### src/hw/rtl/string_hash_with_finalizer_core_assert.svh
// ----------------------------------------------------------------------------
// string_hash_with_finalizer_core_assert.svh
// assertion macros for the string hash core, clocked on i_clk, reset i_rst_n
// ----------------------------------------------------------------------------
`ifndef STRING_HASH_WITH_FINALIZER_CORE_ASSERT_SVH
`define STRING_HASH_WITH_FINALIZER_CORE_ASSERT_SVH

`ifndef ASSERT_OFF

// property must hold at every clock edge outside reset
`define SHF_ASSERT(lbl, prop, msg) \
    lbl: assert property (@(posedge i_clk) disable iff (!i_rst_n) (prop)) else $error(msg);

// condition must never be true outside reset
`define SHF_ASSERT_NEVER(lbl, cond, msg) \
    `SHF_ASSERT(lbl, !(cond), msg)

`else

`define SHF_ASSERT(lbl, prop, msg)
`define SHF_ASSERT_NEVER(lbl, cond, msg)

`endif

`endif

### src/hw/rtl/shf_pkg.sv
// ----------------------------------------------------------------------------
// shf_pkg
// shared types and constants of the string hash core
// ----------------------------------------------------------------------------
package shf_pkg;

    // register indexes of the configuration port
    localparam int CFG_IDX_W = 8;
    localparam int CFG_DATA_W = 8;
    localparam logic [CFG_IDX_W-1:0] CFG_IDX_ALGORITHM = 8'd0;
    localparam logic [CFG_IDX_W-1:0] CFG_IDX_FINALIZE  = 8'd1;

    // per-byte rule codes, the unused code falls through to sdbm
    localparam logic [1:0] ALG_DEK  = 2'd0;
    localparam logic [1:0] ALG_DJB  = 2'd1;
    localparam logic [1:0] ALG_SDBM = 2'd2;

    localparam logic [31:0] DJB_INIT = 32'd5381;
    localparam int unsigned DEK_ROT = 5;

    // fmix64 multipliers
    localparam logic [63:0] FMIX_C1 = 64'hff51afd7ed558ccd;
    localparam logic [63:0] FMIX_C2 = 64'hc4ceb9fe1a85ec53;
    localparam int unsigned FMIX_SHIFT = 33;

    // queue between front and back
    localparam int QUEUE_DEPTH = 2;
    localparam int QPTR_W = (QUEUE_DEPTH > 1) ? $clog2(QUEUE_DEPTH) : 1;
    localparam int QCNT_W = $clog2(QUEUE_DEPTH + 1);

    // one pending result
    typedef struct packed {
        logic [31:0] hash;
        logic        finalize;
    } t_job;

    typedef struct packed {
        logic full;
        logic empty;
    } t_q_status;

    typedef struct packed {
        logic busy;
        logic out_valid;
    } t_back_status;

    // finalizer sequencer
    typedef enum logic [2:0] {
        BK_IDLE,
        BK_MUL_A,
        BK_MUL_B,
        BK_MIX1,
        BK_MUL_C,
        BK_MUL_D,
        BK_MUL_E,
        BK_MIX2
    } t_back_state;

endpackage

### src/hw/rtl/string_hash_with_finalizer_core.sv
// String hash core. One string byte is taken per cycle while the job queue
// has room, and folded into a 32-bit running hash by the DEK, DJB or SDBM
// rule; the item marked last queues a result in a two-entry job queue. A
// result without finalizer passes from the job queue into the output register.
// With the fmix64 finalizer the back end runs five partial products through
// its single 32x32 multiplier for each result. Input stalls only when the job
// queue is full, so bytes stream at one byte per cycle while it has room.
// Configuration writes are accepted in every cycle.
`include "string_hash_with_finalizer_core_assert.svh"

// ----------------------------------------------------------------------------
// string_hash_with_finalizer_core
// top level: configuration registers, front, job queue and finalizer back
// ----------------------------------------------------------------------------
module string_hash_with_finalizer_core
    import shf_pkg::*;
#(
    parameter int LENGTH_BITS = 16
) (
    input  logic                   i_clk,
    input  logic                   i_rst_n,
    input  logic                   i_valid,
    output logic                   o_ready,
    input  logic [7:0]             i_byte_value,
    input  logic                   i_first_of_string,
    input  logic                   i_last_of_string,
    input  logic [LENGTH_BITS-1:0] i_string_length,
    input  logic                   i_empty_string,
    output logic                   o_valid,
    input  logic                   i_ready,
    output logic [31:0]            o_hash_value,
    input  logic                   i_cfg_valid,
    output logic                   o_cfg_ready,
    input  logic [CFG_IDX_W-1:0]   i_cfg_index,
    input  logic [CFG_DATA_W-1:0]  i_cfg_data
);

    logic [1:0]   r_algorithm;
    logic         r_finalize;
    logic         q_push;
    t_job         q_push_job;
    logic         q_pop;
    t_job         q_pop_job;
    t_q_status    q_stat;
    t_back_status bk_stat;

    // configuration registers
    assign o_cfg_ready = 1'b1;

    always_ff @(posedge i_clk) begin
        if (!i_rst_n) begin
            r_algorithm <= ALG_DEK;
            r_finalize  <= 1'b1;
        end else if (i_cfg_valid && o_cfg_ready) begin
            if (i_cfg_index == CFG_IDX_ALGORITHM) begin
                r_algorithm <= i_cfg_data[1:0];
            end
            if (i_cfg_index == CFG_IDX_FINALIZE) begin
                r_finalize <= i_cfg_data[0];
            end
        end
    end

    // byte front end
    shf_front #(
        .LENGTH_BITS (LENGTH_BITS)
    ) u_front (
        .i_clk             (i_clk),
        .i_rst_n           (i_rst_n),
        .i_valid           (i_valid),
        .o_ready           (o_ready),
        .i_byte_value      (i_byte_value),
        .i_first_of_string (i_first_of_string),
        .i_last_of_string  (i_last_of_string),
        .i_string_length   (i_string_length),
        .i_empty_string    (i_empty_string),
        .i_algorithm       (r_algorithm),
        .i_finalize        (r_finalize),
        .i_q_stat          (q_stat),
        .o_push            (q_push),
        .o_job             (q_push_job)
    );

    // job queue
    shf_queue u_queue (
        .i_clk      (i_clk),
        .i_rst_n    (i_rst_n),
        .i_push     (q_push),
        .i_push_job (q_push_job),
        .i_pop      (q_pop),
        .o_pop_job  (q_pop_job),
        .o_stat     (q_stat)
    );

    // finalizer and output register
    shf_back u_back (
        .i_clk        (i_clk),
        .i_rst_n      (i_rst_n),
        .i_q_stat     (q_stat),
        .i_job        (q_pop_job),
        .o_pop        (q_pop),
        .o_valid      (o_valid),
        .i_ready      (i_ready),
        .o_hash_value (o_hash_value),
        .o_stat       (bk_stat)
    );

    // queue is never pushed when full nor popped when empty
    `SHF_ASSERT_NEVER(a_queue_overflow, q_push && q_stat.full, "job queue overflow")
    `SHF_ASSERT_NEVER(a_queue_underflow, q_pop && q_stat.empty, "job queue underflow")
    // a job leaves the queue only into an idle back end
    `SHF_ASSERT(a_pop_idle, q_pop |-> !bk_stat.busy, "job popped while finalizer busy")
    // a result appears only after a pop or a finalizer run
    `SHF_ASSERT(a_out_source, $rose(o_valid) |-> ($past(q_pop) || $past(bk_stat.busy)), "result without a job")

endmodule

### src/hw/rtl/shf_front.sv
// ----------------------------------------------------------------------------
// shf_front
// takes string bytes, keeps the running hash, queues a job at end of string
// ----------------------------------------------------------------------------
module shf_front
    import shf_pkg::*;
#(
    parameter int LENGTH_BITS = 16
) (
    input  logic                   i_clk,
    input  logic                   i_rst_n,
    input  logic                   i_valid,
    output logic                   o_ready,
    input  logic [7:0]             i_byte_value,
    input  logic                   i_first_of_string,
    input  logic                   i_last_of_string,
    input  logic [LENGTH_BITS-1:0] i_string_length,
    input  logic                   i_empty_string,
    input  logic [1:0]             i_algorithm,
    input  logic                   i_finalize,
    input  t_q_status              i_q_stat,
    output logic                   o_push,
    output t_job                   o_job
);

    logic [31:0] r_hash;
    logic [31:0] n_hash;
    logic [31:0] init_value;
    logic [31:0] base;
    logic [31:0] byte_ext;
    logic        xfer;

    // room for a job is always kept so any item can be taken
    assign o_ready = !i_q_stat.full;
    assign xfer = i_valid && o_ready;
    assign byte_ext = {24'd0, i_byte_value};

    // initial value of the selected rule
    always_comb begin
        case (i_algorithm)
            ALG_DEK: init_value = 32'(i_string_length);
            ALG_DJB: init_value = DJB_INIT;
            default: init_value = 32'd0;
        endcase
    end

    // per-byte update, multiplies by 33 and 65599 as shift-add
    always_comb begin
        base = i_first_of_string ? init_value : r_hash;
        if (i_empty_string) begin
            n_hash = base;
        end else begin
            case (i_algorithm)
                ALG_DEK: n_hash = {base[31-DEK_ROT:0], base[31:32-DEK_ROT]} ^ byte_ext;
                ALG_DJB: n_hash = (base << 5) + base + byte_ext;
                default: n_hash = (base << 16) + (base << 6) - base + byte_ext;
            endcase
        end
    end

    always_ff @(posedge i_clk) begin
        if (!i_rst_n) begin
            r_hash <= 32'd0;
        end else if (xfer) begin
            r_hash <= n_hash;
        end
    end

    // job goes out in the transfer cycle
    assign o_push = xfer && i_last_of_string;
    assign o_job.hash = n_hash;
    assign o_job.finalize = i_finalize;

endmodule

### src/hw/rtl/shf_queue.sv
// ----------------------------------------------------------------------------
// shf_queue
// short job queue between front and back
// ----------------------------------------------------------------------------
module shf_queue
    import shf_pkg::*;
(
    input  logic      i_clk,
    input  logic      i_rst_n,
    input  logic      i_push,
    input  t_job      i_push_job,
    input  logic      i_pop,
    output t_job      o_pop_job,
    output t_q_status o_stat
);

    t_job              r_mem [QUEUE_DEPTH];
    logic [QPTR_W-1:0] r_wr_ptr;
    logic [QPTR_W-1:0] r_rd_ptr;
    logic [QCNT_W-1:0] r_count;

    function automatic logic [QPTR_W-1:0] ptr_inc(input logic [QPTR_W-1:0] p);
        if (p == QPTR_W'(QUEUE_DEPTH - 1)) begin
            return '0;
        end
        return p + 1'b1;
    endfunction

    assign o_stat.full = (r_count == QCNT_W'(QUEUE_DEPTH));
    assign o_stat.empty = (r_count == '0);
    assign o_pop_job = r_mem[r_rd_ptr];

    // entry storage
    always_ff @(posedge i_clk) begin
        if (i_push) begin
            r_mem[r_wr_ptr] <= i_push_job;
        end
    end

    // pointers and fill count
    always_ff @(posedge i_clk) begin
        if (!i_rst_n) begin
            r_wr_ptr <= '0;
            r_rd_ptr <= '0;
            r_count  <= '0;
        end else begin
            if (i_push) begin
                r_wr_ptr <= ptr_inc(r_wr_ptr);
            end
            if (i_pop) begin
                r_rd_ptr <= ptr_inc(r_rd_ptr);
            end
            case ({i_push, i_pop})
                2'b10:   r_count <= r_count + 1'b1;
                2'b01:   r_count <= r_count - 1'b1;
                default: r_count <= r_count;
            endcase
        end
    end

endmodule

### src/hw/rtl/shf_back.sv
// ----------------------------------------------------------------------------
// shf_back
// fmix64 finalizer on one shared 32x32 multiplier, plus the output register
// ----------------------------------------------------------------------------
module shf_back
    import shf_pkg::*;
(
    input  logic         i_clk,
    input  logic         i_rst_n,
    input  t_q_status    i_q_stat,
    input  t_job         i_job,
    output logic         o_pop,
    output logic         o_valid,
    input  logic         i_ready,
    output logic [31:0]  o_hash_value,
    output t_back_status o_stat
);

    t_back_state r_state;
    t_back_state n_state;

    logic [63:0] r_k;
    logic [63:0] r_acc;
    logic [63:0] r_prod;
    logic        r_out_valid;
    logic [31:0] r_out_hash;

    logic        out_free;
    logic        take_job;
    logic        bypass;
    logic        mul_en;
    logic        acc_load;
    logic        acc_add;
    logic        k_load;
    logic        out_load_mix;
    logic [31:0] op_a;
    logic [31:0] op_b;
    logic [63:0] prod;
    logic [63:0] sum;
    logic [63:0] mixed;

    assign out_free = !r_out_valid || i_ready;

    // next state
    always_comb begin
        n_state = r_state;
        case (r_state)
            BK_IDLE: begin
                if (!i_q_stat.empty && out_free && i_job.finalize) begin
                    n_state = BK_MUL_A;
                end
            end
            BK_MUL_A: n_state = BK_MUL_B;
            BK_MUL_B: n_state = BK_MIX1;
            BK_MIX1:  n_state = BK_MUL_C;
            BK_MUL_C: n_state = BK_MUL_D;
            BK_MUL_D: n_state = BK_MUL_E;
            BK_MUL_E: n_state = BK_MIX2;
            BK_MIX2: begin
                if (out_free) begin
                    n_state = BK_IDLE;
                end
            end
            default:  n_state = BK_IDLE;
        endcase
    end

    // control and multiplier operands
    always_comb begin
        take_job     = 1'b0;
        mul_en       = 1'b0;
        acc_load     = 1'b0;
        acc_add      = 1'b0;
        k_load       = 1'b0;
        out_load_mix = 1'b0;
        op_a         = r_k[31:0];
        op_b         = FMIX_C1[31:0];
        case (r_state)
            BK_IDLE:  take_job = !i_q_stat.empty && out_free;
            BK_MUL_A: mul_en = 1'b1;
            BK_MUL_B: begin
                mul_en   = 1'b1;
                acc_load = 1'b1;
                op_b     = FMIX_C1[63:32];
            end
            BK_MIX1:  k_load = 1'b1;
            BK_MUL_C: begin
                mul_en = 1'b1;
                op_b   = FMIX_C2[31:0];
            end
            BK_MUL_D: begin
                mul_en   = 1'b1;
                acc_load = 1'b1;
                op_b     = FMIX_C2[63:32];
            end
            BK_MUL_E: begin
                mul_en  = 1'b1;
                acc_add = 1'b1;
                op_a    = r_k[63:32];
                op_b    = FMIX_C2[31:0];
            end
            BK_MIX2:  out_load_mix = out_free;
            default:  take_job = 1'b0;
        endcase
    end

    assign bypass = take_job && !i_job.finalize;
    assign o_pop = take_job;

    // product, partial sum modulo 2^64 and the xor-shift step
    assign prod = {32'd0, op_a} * {32'd0, op_b};
    assign sum = r_acc + {r_prod[31:0], 32'd0};
    assign mixed = sum ^ (sum >> FMIX_SHIFT);

    // datapath registers; the first xor-shift is a no-op on a 32-bit value
    always_ff @(posedge i_clk) begin
        if (take_job) begin
            r_k <= {32'd0, i_job.hash};
        end else if (k_load) begin
            r_k <= mixed;
        end
        if (mul_en) begin
            r_prod <= prod;
        end
        if (acc_load) begin
            r_acc <= r_prod;
        end else if (acc_add || k_load) begin
            r_acc <= sum;
        end
    end

    // output register
    always_ff @(posedge i_clk) begin
        if (bypass) begin
            r_out_hash <= i_job.hash;
        end else if (out_load_mix) begin
            r_out_hash <= mixed[31:0];
        end
    end

    always_ff @(posedge i_clk) begin
        if (!i_rst_n) begin
            r_state     <= BK_IDLE;
            r_out_valid <= 1'b0;
        end else begin
            r_state <= n_state;
            if (bypass || out_load_mix) begin
                r_out_valid <= 1'b1;
            end else if (i_ready) begin
                r_out_valid <= 1'b0;
            end
        end
    end

    assign o_valid = r_out_valid;
    assign o_hash_value = r_out_hash;
    assign o_stat.busy = (r_state != BK_IDLE);
    assign o_stat.out_valid = r_out_valid;

endmodule
### config.mk
export PLATFORM = sky130hd
export DESIGN_NAME = string_hash_with_finalizer_core
export DESIGN_NICKNAME = d
export VERILOG_FILES = /design/src/hw/rtl/shf_pkg.sv /design/src/hw/rtl/string_hash_with_finalizer_core.sv /design/src/hw/rtl/shf_front.sv /design/src/hw/rtl/shf_queue.sv /design/src/hw/rtl/shf_back.sv
export VERILOG_INCLUDE_DIRS = /design/src /design/src/hw/rtl
export SDC_FILE = /design/constraint.sdc
export NUM_CORES = 2
export LEC_CHECK = 0
export BUFFER_PORTS_ARGS = -buffer_cell sky130_fd_sc_hd__buf_2
export CORE_MARGIN = 1
export CORE_UTILIZATION = 65
export CTS_BUF_LIST = sky130_fd_sc_hd__clkbuf_8
export DETAILED_ROUTE_END_ITERATION = 10
export HOLD_SLACK_MARGIN = 0.06
export PLACE_DENSITY = 0.86
export SLEW_MARGIN = 20
export SYNTH_ARGS = -nofsm -noshare
export SYNTH_HDL_FRONTEND = slang
export SYNTH_HIERARCHICAL = 1
export SYNTH_SLANG_ARGS = --single-unit
### constraint.sdc
create_clock -name i_clk -period 24.5 [get_ports i_clk]
set_input_delay 2.45 -clock i_clk [delete_from_list [all_inputs] [get_ports i_clk]]
set_output_delay 2.45 -clock i_clk [all_outputs]
set_load 0.01 [all_outputs]
==> metrics <==
outcome complete, no violations; vias in the first global route 39559; Syn Std Cell Area 50500 um2; Post-Synthesis Cells 5180; crit start category register; Initial Utilization 0.660; Reg-to-Reg End u_back/r_prod[62]$_DFFE_PP_; final count of negative-setup-slack endpoints 0; drt via density 6.16; clock skew 0.0531 ns; CP Class reg2reg; commonest cells after routing, fill and taps aside 1100 x inv_1, 844 x fa_1, 473 x ha_1, 399 x nor2_1, 382 x nand2_1; Hold Crit Class reg2reg; CTS tree yes; DRT Pass-1 Iters 6; Yosys warnings 6; Reg clk slew, reported paths 0.07 ns; initial antenna violation count 4; clk root buf clkbuf_8; post-CTS setup buffer count 0; most common cell after layout, fill and taps aside inv_1; GRT overflow 0; hpwl dp 131 mm; Slew Limit Fails 0; final setup TNS 0 ns; DR iter-0 viols 4283; die height 281 um; Avg Cell Area, Syn 9.75 um2; Ports 83; CP Capture Type register; IO Port Bufs 75; most frequent CP cell fa_1; reg-to-reg critical path startpoint u_back/r_state[2]$_SDFFE_PN0P_; WP data arrival 11.14 ns; share of the clock period used by the worst path 0.440; post_cts resized 0; Total GRT Usage 0.408; Final Net Count 6548; final hold vios 0; total clock buffers created by CTS 48; # hold bufs at CTS 0; clk buf depth 3; Slew HR 0.191; storage element area 9270 um2; die width 281 um; Slowest-stage cell, CP mux2i_1; Fillers 5860; FMAX 92.7 MHz; largest net degree at the start of global routing 104; reg2reg setup slack 13.71 ns; Slew @ Worst Pin 1.21 ns; share of cells above drive strength 1 0.0691; worst hold stages 2; first-pass GRT wire length 237 mm; Die ar. 78800 um2; Row Count 101; max incr delay on CP 0.76 ns; layout overhead on the synthesized area 4.79%; Worst EP required 24.85 ns; RSZ-0062 raised after global routing false; Avg WL per Cell 24.9 um; area taken by multi-input logic gates 36500 um2; Antenna Nets Post-Route 0; GPL Wtd Cong 1.05; R2R cell count 30; WHS Endpoint u_back/r_k[61]$_SDFFE_PP0P_; final wirelength 155 mm; Maximum Capacitance Violations 0; H-tree lvl count 2; hold wc startpoint u_back/r_k[61]$_SDFFE_PP0P_; Clk Latency, worst-skew pair 0.61 ns; CTS Sinks 334; CORE AREA 76500 um2; Post-route DRC 0; DR vias 38498; post-route minimum period 10.79 ns; Mapped Nets 6545; CP Max Fanout 34
layer usage:
| layer | global-route usage | wire, um | up-vias |
|---|---|---|---|
| met5 | 0 | 13 | - |
| met4 | 0.234 | 10900 | 2 |
| met3 | 0.0895 | 16900 | 516 |
| met2 | 0.621 | 68900 | 2394 |
| met1 | 0.543 | 58800 | 18952 |
| li1 | - | - | 16634 |
critical path, delay by kind of cell (launching register included):
kind | cells | cell delay [ns]
AO/OA/AOI/OAI | 6 | 1.83
XOR/XNOR | 1 | 0.12
adder cells (fa/ha/maj) | 9 | 4.53
buffers and inverters | 8 | 1.62
flip-flops | 1 | 0.67
multiplexers | 1 | 0.76
AND/OR/NAND/NOR | 5 | 0.90
how the worst max path moves through the flow:
| stage | depth (start not counted) | start | slack (ns) | end |
|---|---|---|---|---|
| after floorplan | 32 | u_back/r_state[0]$_SDFFE_PN0P_ | 15.94 | u_back/r_prod[57]$_DFFE_PP_ |
| after global placement | 30 | u_back/r_state[2]$_SDFFE_PN0P_ | 14.18 | u_back/r_prod[62]$_DFFE_PP_ |
| after detailed placement | 30 | u_back/r_state[2]$_SDFFE_PN0P_ | 14.06 | u_back/r_prod[62]$_DFFE_PP_ |
| after CTS | 30 | u_back/r_state[2]$_SDFFE_PN0P_ | 13.97 | u_back/r_prod[62]$_DFFE_PP_ |
| after global routing | 30 | u_back/r_state[2]$_SDFFE_PN0P_ | 13.39 | u_back/r_prod[58]$_DFFE_PP_ |
| final | 30 | u_back/r_state[2]$_SDFFE_PN0P_ | 13.71 | u_back/r_prod[62]$_DFFE_PP_ |
sequential cells by signal, indices dropped and copies added, names as in the netlist, named ones only:
register and flops:
u_front/r_hash 32, r_finalize 1, u_back/r_acc 64, u_queue/r_mem 66
u_back/o_hash_value 32, u_queue/r_rd_ptr 1, u_back/r_state 3, u_queue/r_count 2
u_queue/r_wr_ptr 1, r_algorithm 2, u_back/o_valid 1, u_back/r_prod 64
u_back/r_k 64
stage by stage:
stage	utilization	std cells	setup WS [ns]	instance area, um2	hold slack (ns)
after CTS	0.692	6251	13.97	52900	0.452
after global placement	0.679	6163	14.18	51900	0.437
after global routing	0.692	6251	13.39	52900	0.470
after floorplan	-	5180	15.94	50500	0.419
final	0.692	6252	13.71	52900	0.449
after detailed placement	0.679	6163	14.06	51900	0.443
area by class of cell:
| cell class | count | area share |
|---|---|---|
| inverter | 1091 | 0.0774 |
| clock buffer | 58 | 0.0151 |
| multi-input combinational | 3578 | 0.690 |
| timing repair buffer | 130 | 0.0150 |
| clock inverter | 30 | 0.00317 |
| sequential | 334 | 0.175 |
| antenna | 1 | 0.0000473 |
| tap | 1030 | 0.0244 |
Power is left out: the tool's default activity adds up to more than one toggle a clock period on the data nets, which glitch-free logic cannot reach.
